`src/hdl/tbfe_pkg.sv`:
```
package tbfe_pkg;

    localparam int SAMPLE_W  = 16;
    localparam int COEF_W    = 16;
    localparam int TAP_W     = 9;
    localparam int BAND_W    = 2;
    localparam int GAIN_W    = 4;
    localparam int NBANDS    = 3;
    localparam int FRAC_BITS = 15;
    localparam int CFG_IDX_W = 2;

    // item opcodes
    localparam logic OP_SAMPLE = 1'b0;
    localparam logic OP_COEF   = 1'b1;

    // coefficient banks
    localparam logic [BAND_W-1:0] BAND_LOW  = 2'd0;
    localparam logic [BAND_W-1:0] BAND_MID  = 2'd1;
    localparam logic [BAND_W-1:0] BAND_HIGH = 2'd2;

    // configuration register indexes
    localparam logic [CFG_IDX_W-1:0] REG_LOW_GAIN  = 2'd0;
    localparam logic [CFG_IDX_W-1:0] REG_MID_GAIN  = 2'd1;
    localparam logic [CFG_IDX_W-1:0] REG_HIGH_GAIN = 2'd2;

    localparam logic [GAIN_W-1:0] GAIN_RESET = 4'd1;

    typedef logic signed [SAMPLE_W-1:0] sample_t;
    typedef logic signed [COEF_W-1:0]   coef_t;
    typedef coef_t [NBANDS-1:0]         coef_vec_t;
    typedef logic [GAIN_W-1:0]          gain_t;
    typedef gain_t [NBANDS-1:0]         gain_vec_t;

    // sequencer -> datapath controls
    typedef struct packed {
        logic clear;   // zero the accumulators
        logic issue;   // a tap read was issued this cycle
        logic live;    // issued tap holds a real sample (else reads as zero)
        logic scale;   // apply band gains to the finished sums
    } mac_ctrl_t;

endpackage

```
`src/hdl/tbfe_mac.sv`:
```
module tbfe_mac #(
    parameter int ACC_W = 41
) (
    input  logic                     clk,
    input  logic                     rst_n,
    input  tbfe_pkg::mac_ctrl_t      ctrl,
    input  tbfe_pkg::sample_t        sample,
    input  tbfe_pkg::coef_vec_t      coefs,
    input  tbfe_pkg::gain_vec_t      gains,
    output logic                     busy,
    output tbfe_pkg::sample_t        result
);

    localparam int PROD_W   = tbfe_pkg::SAMPLE_W + tbfe_pkg::COEF_W;
    localparam int MUL_W    = ACC_W + tbfe_pkg::GAIN_W + 1;
    localparam int SCALED_W = ACC_W + tbfe_pkg::GAIN_W;
    localparam int TOTAL_W  = SCALED_W + 2;
    localparam int Q_W      = TOTAL_W - tbfe_pkg::FRAC_BITS;

    localparam logic signed [Q_W-1:0] SAT_MAX = Q_W'((1 << (tbfe_pkg::SAMPLE_W - 1)) - 1);
    localparam logic signed [Q_W-1:0] SAT_MIN = -Q_W'(1 << (tbfe_pkg::SAMPLE_W - 1));
    localparam logic signed [TOTAL_W-1:0] ROUND_ADJ =
        TOTAL_W'((1 << tbfe_pkg::FRAC_BITS) - 1);

    // control pipe: d1 aligns with RAM read data, d2 with products
    logic d1_reg, d2_reg, live_d1_reg;

    logic signed [PROD_W-1:0]   prod_reg   [tbfe_pkg::NBANDS];
    logic signed [PROD_W-1:0]   prod_next  [tbfe_pkg::NBANDS];
    logic signed [ACC_W-1:0]    acc_reg    [tbfe_pkg::NBANDS];
    logic signed [ACC_W-1:0]    acc_next   [tbfe_pkg::NBANDS];
    logic signed [MUL_W-1:0]    mul        [tbfe_pkg::NBANDS];
    logic signed [SCALED_W-1:0] scaled_reg [tbfe_pkg::NBANDS];

    logic signed [TOTAL_W-1:0] total;
    logic signed [TOTAL_W-1:0] total_adj;
    logic signed [Q_W-1:0]     quot;

    always_ff @(posedge clk or negedge rst_n)
    begin
        if (!rst_n)
        begin
            d1_reg      <= 1'b0;
            d2_reg      <= 1'b0;
            live_d1_reg <= 1'b0;
        end
        else
        begin
            d1_reg      <= ctrl.issue;
            live_d1_reg <= ctrl.live;
            d2_reg      <= d1_reg;
        end
    end

    always_comb
    begin
        for (int b = 0; b < tbfe_pkg::NBANDS; b++)
        begin
            prod_next[b] = live_d1_reg ? PROD_W'($signed(coefs[b]) * sample) : '0;
            if (ctrl.clear)
            begin
                acc_next[b] = '0;
            end
            else if (d2_reg)
            begin
                acc_next[b] = acc_reg[b] + ACC_W'(prod_reg[b]);
            end
            else
            begin
                acc_next[b] = acc_reg[b];
            end
            mul[b] = acc_reg[b] * $signed({1'b0, gains[b]});
        end
    end

    always_ff @(posedge clk)
    begin
        for (int b = 0; b < tbfe_pkg::NBANDS; b++)
        begin
            if (d1_reg)
            begin
                prod_reg[b] <= prod_next[b];
            end
            acc_reg[b] <= acc_next[b];
            if (ctrl.scale)
            begin
                scaled_reg[b] <= mul[b][SCALED_W-1:0];
            end
        end
    end

    // band total, divide by 2^15 toward zero, saturate
    always_comb
    begin
        total = TOTAL_W'(scaled_reg[0]) + TOTAL_W'(scaled_reg[1]) + TOTAL_W'(scaled_reg[2]);
        total_adj = total[TOTAL_W-1] ? total + ROUND_ADJ : total;
        quot = Q_W'(total_adj >>> tbfe_pkg::FRAC_BITS);
        if (quot > SAT_MAX)
        begin
            result = SAT_MAX[tbfe_pkg::SAMPLE_W-1:0];
        end
        else if (quot < SAT_MIN)
        begin
            result = SAT_MIN[tbfe_pkg::SAMPLE_W-1:0];
        end
        else
        begin
            result = quot[tbfe_pkg::SAMPLE_W-1:0];
        end
    end

    assign busy = d1_reg | d2_reg;

endmodule

```
`config.mk`:
```
export PLATFORM = sky130hd
export DESIGN_NAME = tbfe_mac
export DESIGN_NICKNAME = d
export VERILOG_FILES = /design/src/hdl/tbfe_pkg.sv /design/src/hdl/tbfe_mac.sv
export SDC_FILE = /design/constraint.sdc
export NUM_CORES = 2
export LEC_CHECK = 0
export BUFFER_PORTS_ARGS = -buffer_cell sky130_fd_sc_hd__buf_2
export CORE_UTILIZATION = 30
export DETAILED_ROUTE_END_ITERATION = 6
export PLACE_DENSITY_LB_ADDON = 0.3
export SYNTH_ARGS = -nofsm -noshare
export SYNTH_HDL_FRONTEND = slang
export SYNTH_SLANG_ARGS = --single-unit
export TNS_END_PERCENT = 5
```
`constraint.sdc`:
```
create_clock -name clk -period 9 [get_ports clk]
set_clock_uncertainty 0.2 [all_clocks]
set_input_delay 1.8 -clock clk [delete_from_list [all_inputs] [get_ports clk]]
set_output_delay 1.8 -clock clk [all_outputs]
set_load 0.02 [all_outputs]
```
======== Yosys cells after proc, flatten, opt, wreduce, memory -nomap -nowiden ========
Memories as Yosys holds them, arrays and structs flattened.
Index checks and enable logic that the tools add are counted.
Widths: inputs -> output; s select.
word-level totals
  bits in latches ......................... 0
  bits of input ports ..................... 82
  bits in registers ....................... 3
  output and inout port bits .............. 17
  word-level logic and storage cells ...... 37
  bits in read-only memories .............. 0
  RAM bits ................................ 354
  memories ................................ 3
cells by class
  muxes and demuxes ....................... 16
  shift operators ......................... 0
  equal/unequal tests ..................... 0
  bitwise logic cells ..................... 1
  divide/modulo/power cells ............... 0
  $add $sub $neg .......................... 6
  $lt $le $gt $ge ......................... 2
  multipliers ............................. 6
  reduce and logical (&&, ||, !) cells .... 0
memory list
  name        words  width  rd ports  clocked after memory_dff  wr ports  RTL line        RTL
  scaled_reg  3      45     3         0                         3         tbfe_mac.sv:33  logic signed [SCALED_W-1:0] scaled_reg [tbfe_pkg::NBANDS];
  acc_reg     3      41     3         0                         3         tbfe_mac.sv:30  logic signed [ACC_W-1:0] acc_reg [tbfe_pkg::NBANDS];
  prod_reg    3      32     3         0                         3         tbfe_mac.sv:28  logic signed [PROD_W-1:0] prod_reg [tbfe_pkg::NBANDS];
operators by type and width
  operator                number
  $mux 41                 6
  $mul 41x5->45           3
  $add 41x32->41          3
  $mul 16x16->32          3
  $mux 32                 3
  $add 46x45->47          1
  $add 47x16->47 const B  1
  $mux 47                 1
  $add 45x45->46          1
  $gt 32x16->1 const B    1
  $lt 32x16->1 const B    1
  $mux 16                 2
  $mux 1                  4
  $or 1x1->1              1

======== Logic depth before layout (Yosys ltp) ========
  word-level depth ........................ 7
  mapped depth ............................ 29
  gate-level depth less buffers ........... 27

======== Least setup slack after synthesis ========
OpenSTA, ideal clock, no wires.
  kind .................................... input to register
  from .................................... input port sample[1]
  to ...................................... memory prod_reg[0][30] in the netlist's numbering (data pin)
  slack ................................... 115 ps
  required time ........................... 8534 ps
  buffers on the path ..................... 2
  setup time .............................. 266 ps
  stages on the path ...................... 27
  data arrival time ....................... 8419 ps
  cells stage by stage .................... clkbuf_1 > clkbuf_1 > nand2_1 > fa_1 > inv_1 > fa_1 > inv_1 > fa_1 > fa_1 > inv_1 > fa_1 > inv_1 > fa_1 > inv_1 > ha_1 > and2_1 > a31o_2 > a311oi_1 > a211oi_1 > o31a_1 > o211ai_1 > a31oi_1 > a2111oi_0 > o21bai_1 > a21oi_1 > xor2_1 > nor2_1
RTL lines
  item         RTL line        RTL
  from (decl)  tbfe_mac.sv:7   input tbfe_pkg::sample_t sample,
  to (decl)    tbfe_mac.sv:28

==> reports/results.tsv <==
metric	value	unit
critPathKind	register to output pin	
crit_path_start_kind	register	
cp_cell_sequence	inv_1, fa_1, inv_1, ha_1, inv_1, fa_1, nor2b_1, o31a_1, o211ai_1, a311oi_1, o211a_1, a211oi_1, nand4b_1, nor4b_1, nand4_2, nor4_1, xnor2_1, o2111a_1, a31oi_4, o21ai_0, buf_2	
finalSetupTns	0	ns
yosysUniqueCellTypes	100	
gp_congestion	0.8636	
routedWlPerCell	16.21	um
hold_class	register to register	
cts_tree	built	
clk_path_buf_depth	3	
cp_max_fo	10	
start_util	0.3015	
die_x	479.9	um
cts-root-buf	clkbuf_16	
numClockSinks	357	
critical_path.max_stage_delay	0.65	ns
drcViolationCount	0	
path_common_cell	inv_1	
synth.mux.area_fraction	0.01295	
grt_pass1_vias	52140	
area_growth	8.115	%
largest_reg_flops	135	
finalHoldViolations	0	
pin_count	99	
rsz0062_at_grt	false	
yosysTopAreaCell	fa_1	
synthCells	7639	
fillCellCount	23800	
dp_hpwl	144000	um
drtIter0Drc	2487	
synth_top_area_frac	0.3158	
synth.avg_cell_area	8.970	um^2
drive_above_1_share	0.04426	
die-height	479.9	um
grt_overflow	0	
pre_cts_slack	0.03555	ns
slew_viol_final	0	
vias	49540	
synth_top_family_by_area	adder cells	
status	completed	
drtAntennaViolNets	0	
layout_min_cycle_time	8.738	ns
required	7.00	ns
final_cells	10670	
maxSlewHeadroom	0.1580	
synth-simple-area-share	0.1698	
layout.nets	9456	
ys_seq_elements	357	
crit_path_end_kind	output pin	
synthFlopType	edfxtp_1	
maxCapViolCount	0	
ys_seq_area_frac	0.1383	
r2r_setup_slack	2.46	ns
synth_most_common_cell	inv_1	
core_area	227300	um^2
syn-num-nets	9474	
synthTopCellsByArea	fa_1 (32%), ha_1 (12%), edfxtp_1 (10%)	
clk_pin_slew_worst_paths	0.06	ns
antenna_found_initial	12	
worst_pin_slew	1.231	ns
yosys_warnings	0	
grt_start_max_net_pins	98	
cts_buffers	48	
row_count	175	
viasPerCell	4.642	
fin_ws	0.2624	ns
die-area	230300	um^2
crit_family	simple AND/OR/NAND/NOR gates	
first_pass_iters	5	
crit_arrival	6.74	ns
dpl.cell_count	10570	
yosys.area_share.adder	0.4386	
synth_xor_area_frac	0.04755	
grt_util_all_layers	0.1520	
io_buffer_count	98	
clkLatencyLatePin	0.62	ns
finalWirelength	173000	um
h-tree-depth	2	
synthesis.area	68520	um^2
setup_viol_count_final	0	
finalCritPeriodShare	0.9708	
cp_num_buf_inv	4	
clock.fmax	114.4	MHz
cp_slowest_cell	nor4b_1	
grt_pass1_wl	283300	um
yosys-top-cells-count	inv_1 (1,491), fa_1 (1,081), nand2_1 (723)	
synth_edf_count	231	
synthArstFlopShare	0.008403	
synth-compound-area-share	0.09583	
per-stage QoR:
step / utilization / hold WS (ns) / area [um^2]
finish: 0.3259 / 0.3438 / 74080
global route: 0.3259 / 0.3858 / 74080
CTS: 0.3257 / 0.3504 / 74030
detailed placement: 0.3185 / 0.3418 / 72390
global placement: 0.3185 / 0.3437 / 72390
floorplan: - / 0.2823 / 68520
cells by family (layout without fill, tap and decap cells):
group	Yosys count	count (layout)
AOI/OAI and AO/OA	1011	1011
buffers and inverters	1747	1767
adders and majority gates	1753	1753
and+or+nand+nor	2311	2311
DFF	357	357
xor gates and xnor gates	372	372
muxes	88	88
other	0	2
area by class of cell:
cell class,count,area (um^2),share of cell area
repair buffers,185,1177,0.01589
well taps,3009,3765,0.05082
multi-input cells,5535,52410,0.7075
inverters,1494,5608,0.07570
clock buffers,53,1251,0.01689
flip-flops and latches,357,9482,0.1280
clock inverters,35,380.4,0.005135
diodes,2,5.005,0.00006756
worst reg2reg max path: cells and delay by family (launching register included):
family | cells | cell delay, ns
buffers and inverters | 3 | 0.27
DFF | 1 | 0.44
adders and majority gates | 4 | 1.48
xor gates and xnor gates | 1 | 0.14
and+or+nand+nor | 2 | 0.36
AOI/OAI and AO/OA | 12 | 3.40
placed cells by master (no fill, tap or decap), types with 112 or more instances in the layout:
master and instances:
fa_1 1081, xnor2_1 260, dfxtp_1 123, a21oi_1 304, ha_1 672, a21o_1 147, nand2_1 723, edfxtp_1 231
and2_1 695, o21ai_0 175, xor2_1 112, inv_1 1491, nor2_1 377
worst paths after layout:
kind | start | to | depth (start not counted)
min in group asynchronous | rst_n | d1_reg | 1
hold / removal | acc_reg[0][35] | acc_reg[0][35] | 2
hold reg to reg | acc_reg[0][35] | acc_reg[0][35] | 2
max in group asynchronous | rst_n | d2_reg | 1
setup reg to reg | acc_reg[0][1] | scaled_reg[0][44] | 22
setup / recovery | scaled_reg[0][46] | result[2] | 21
metal layers:
| layer | up-vias | GRT usage | wire length (um) |
|---|---|---|---|
| met5 | - | 0 | 21 |
| met4 | 4 | 0.03187 | 3537 |
| met3 | 150 | 0.01270 | 5868 |
| met2 | 783 | 0.2491 | 77990 |
| met1 | 24510 | 0.2174 | 85540 |
| li1 | 24090 | - | - |
what timing repair did:
action,CTS,global route
hold buffers,0,0
setup buffers,0,6
endpoints found under the setup margin,5,15
pin swaps,0,2
gates resized for setup,1,1
Power is left out: the tool's default activity adds up to more than one toggle a clock period on the data nets, which glitch-free logic cannot reach.
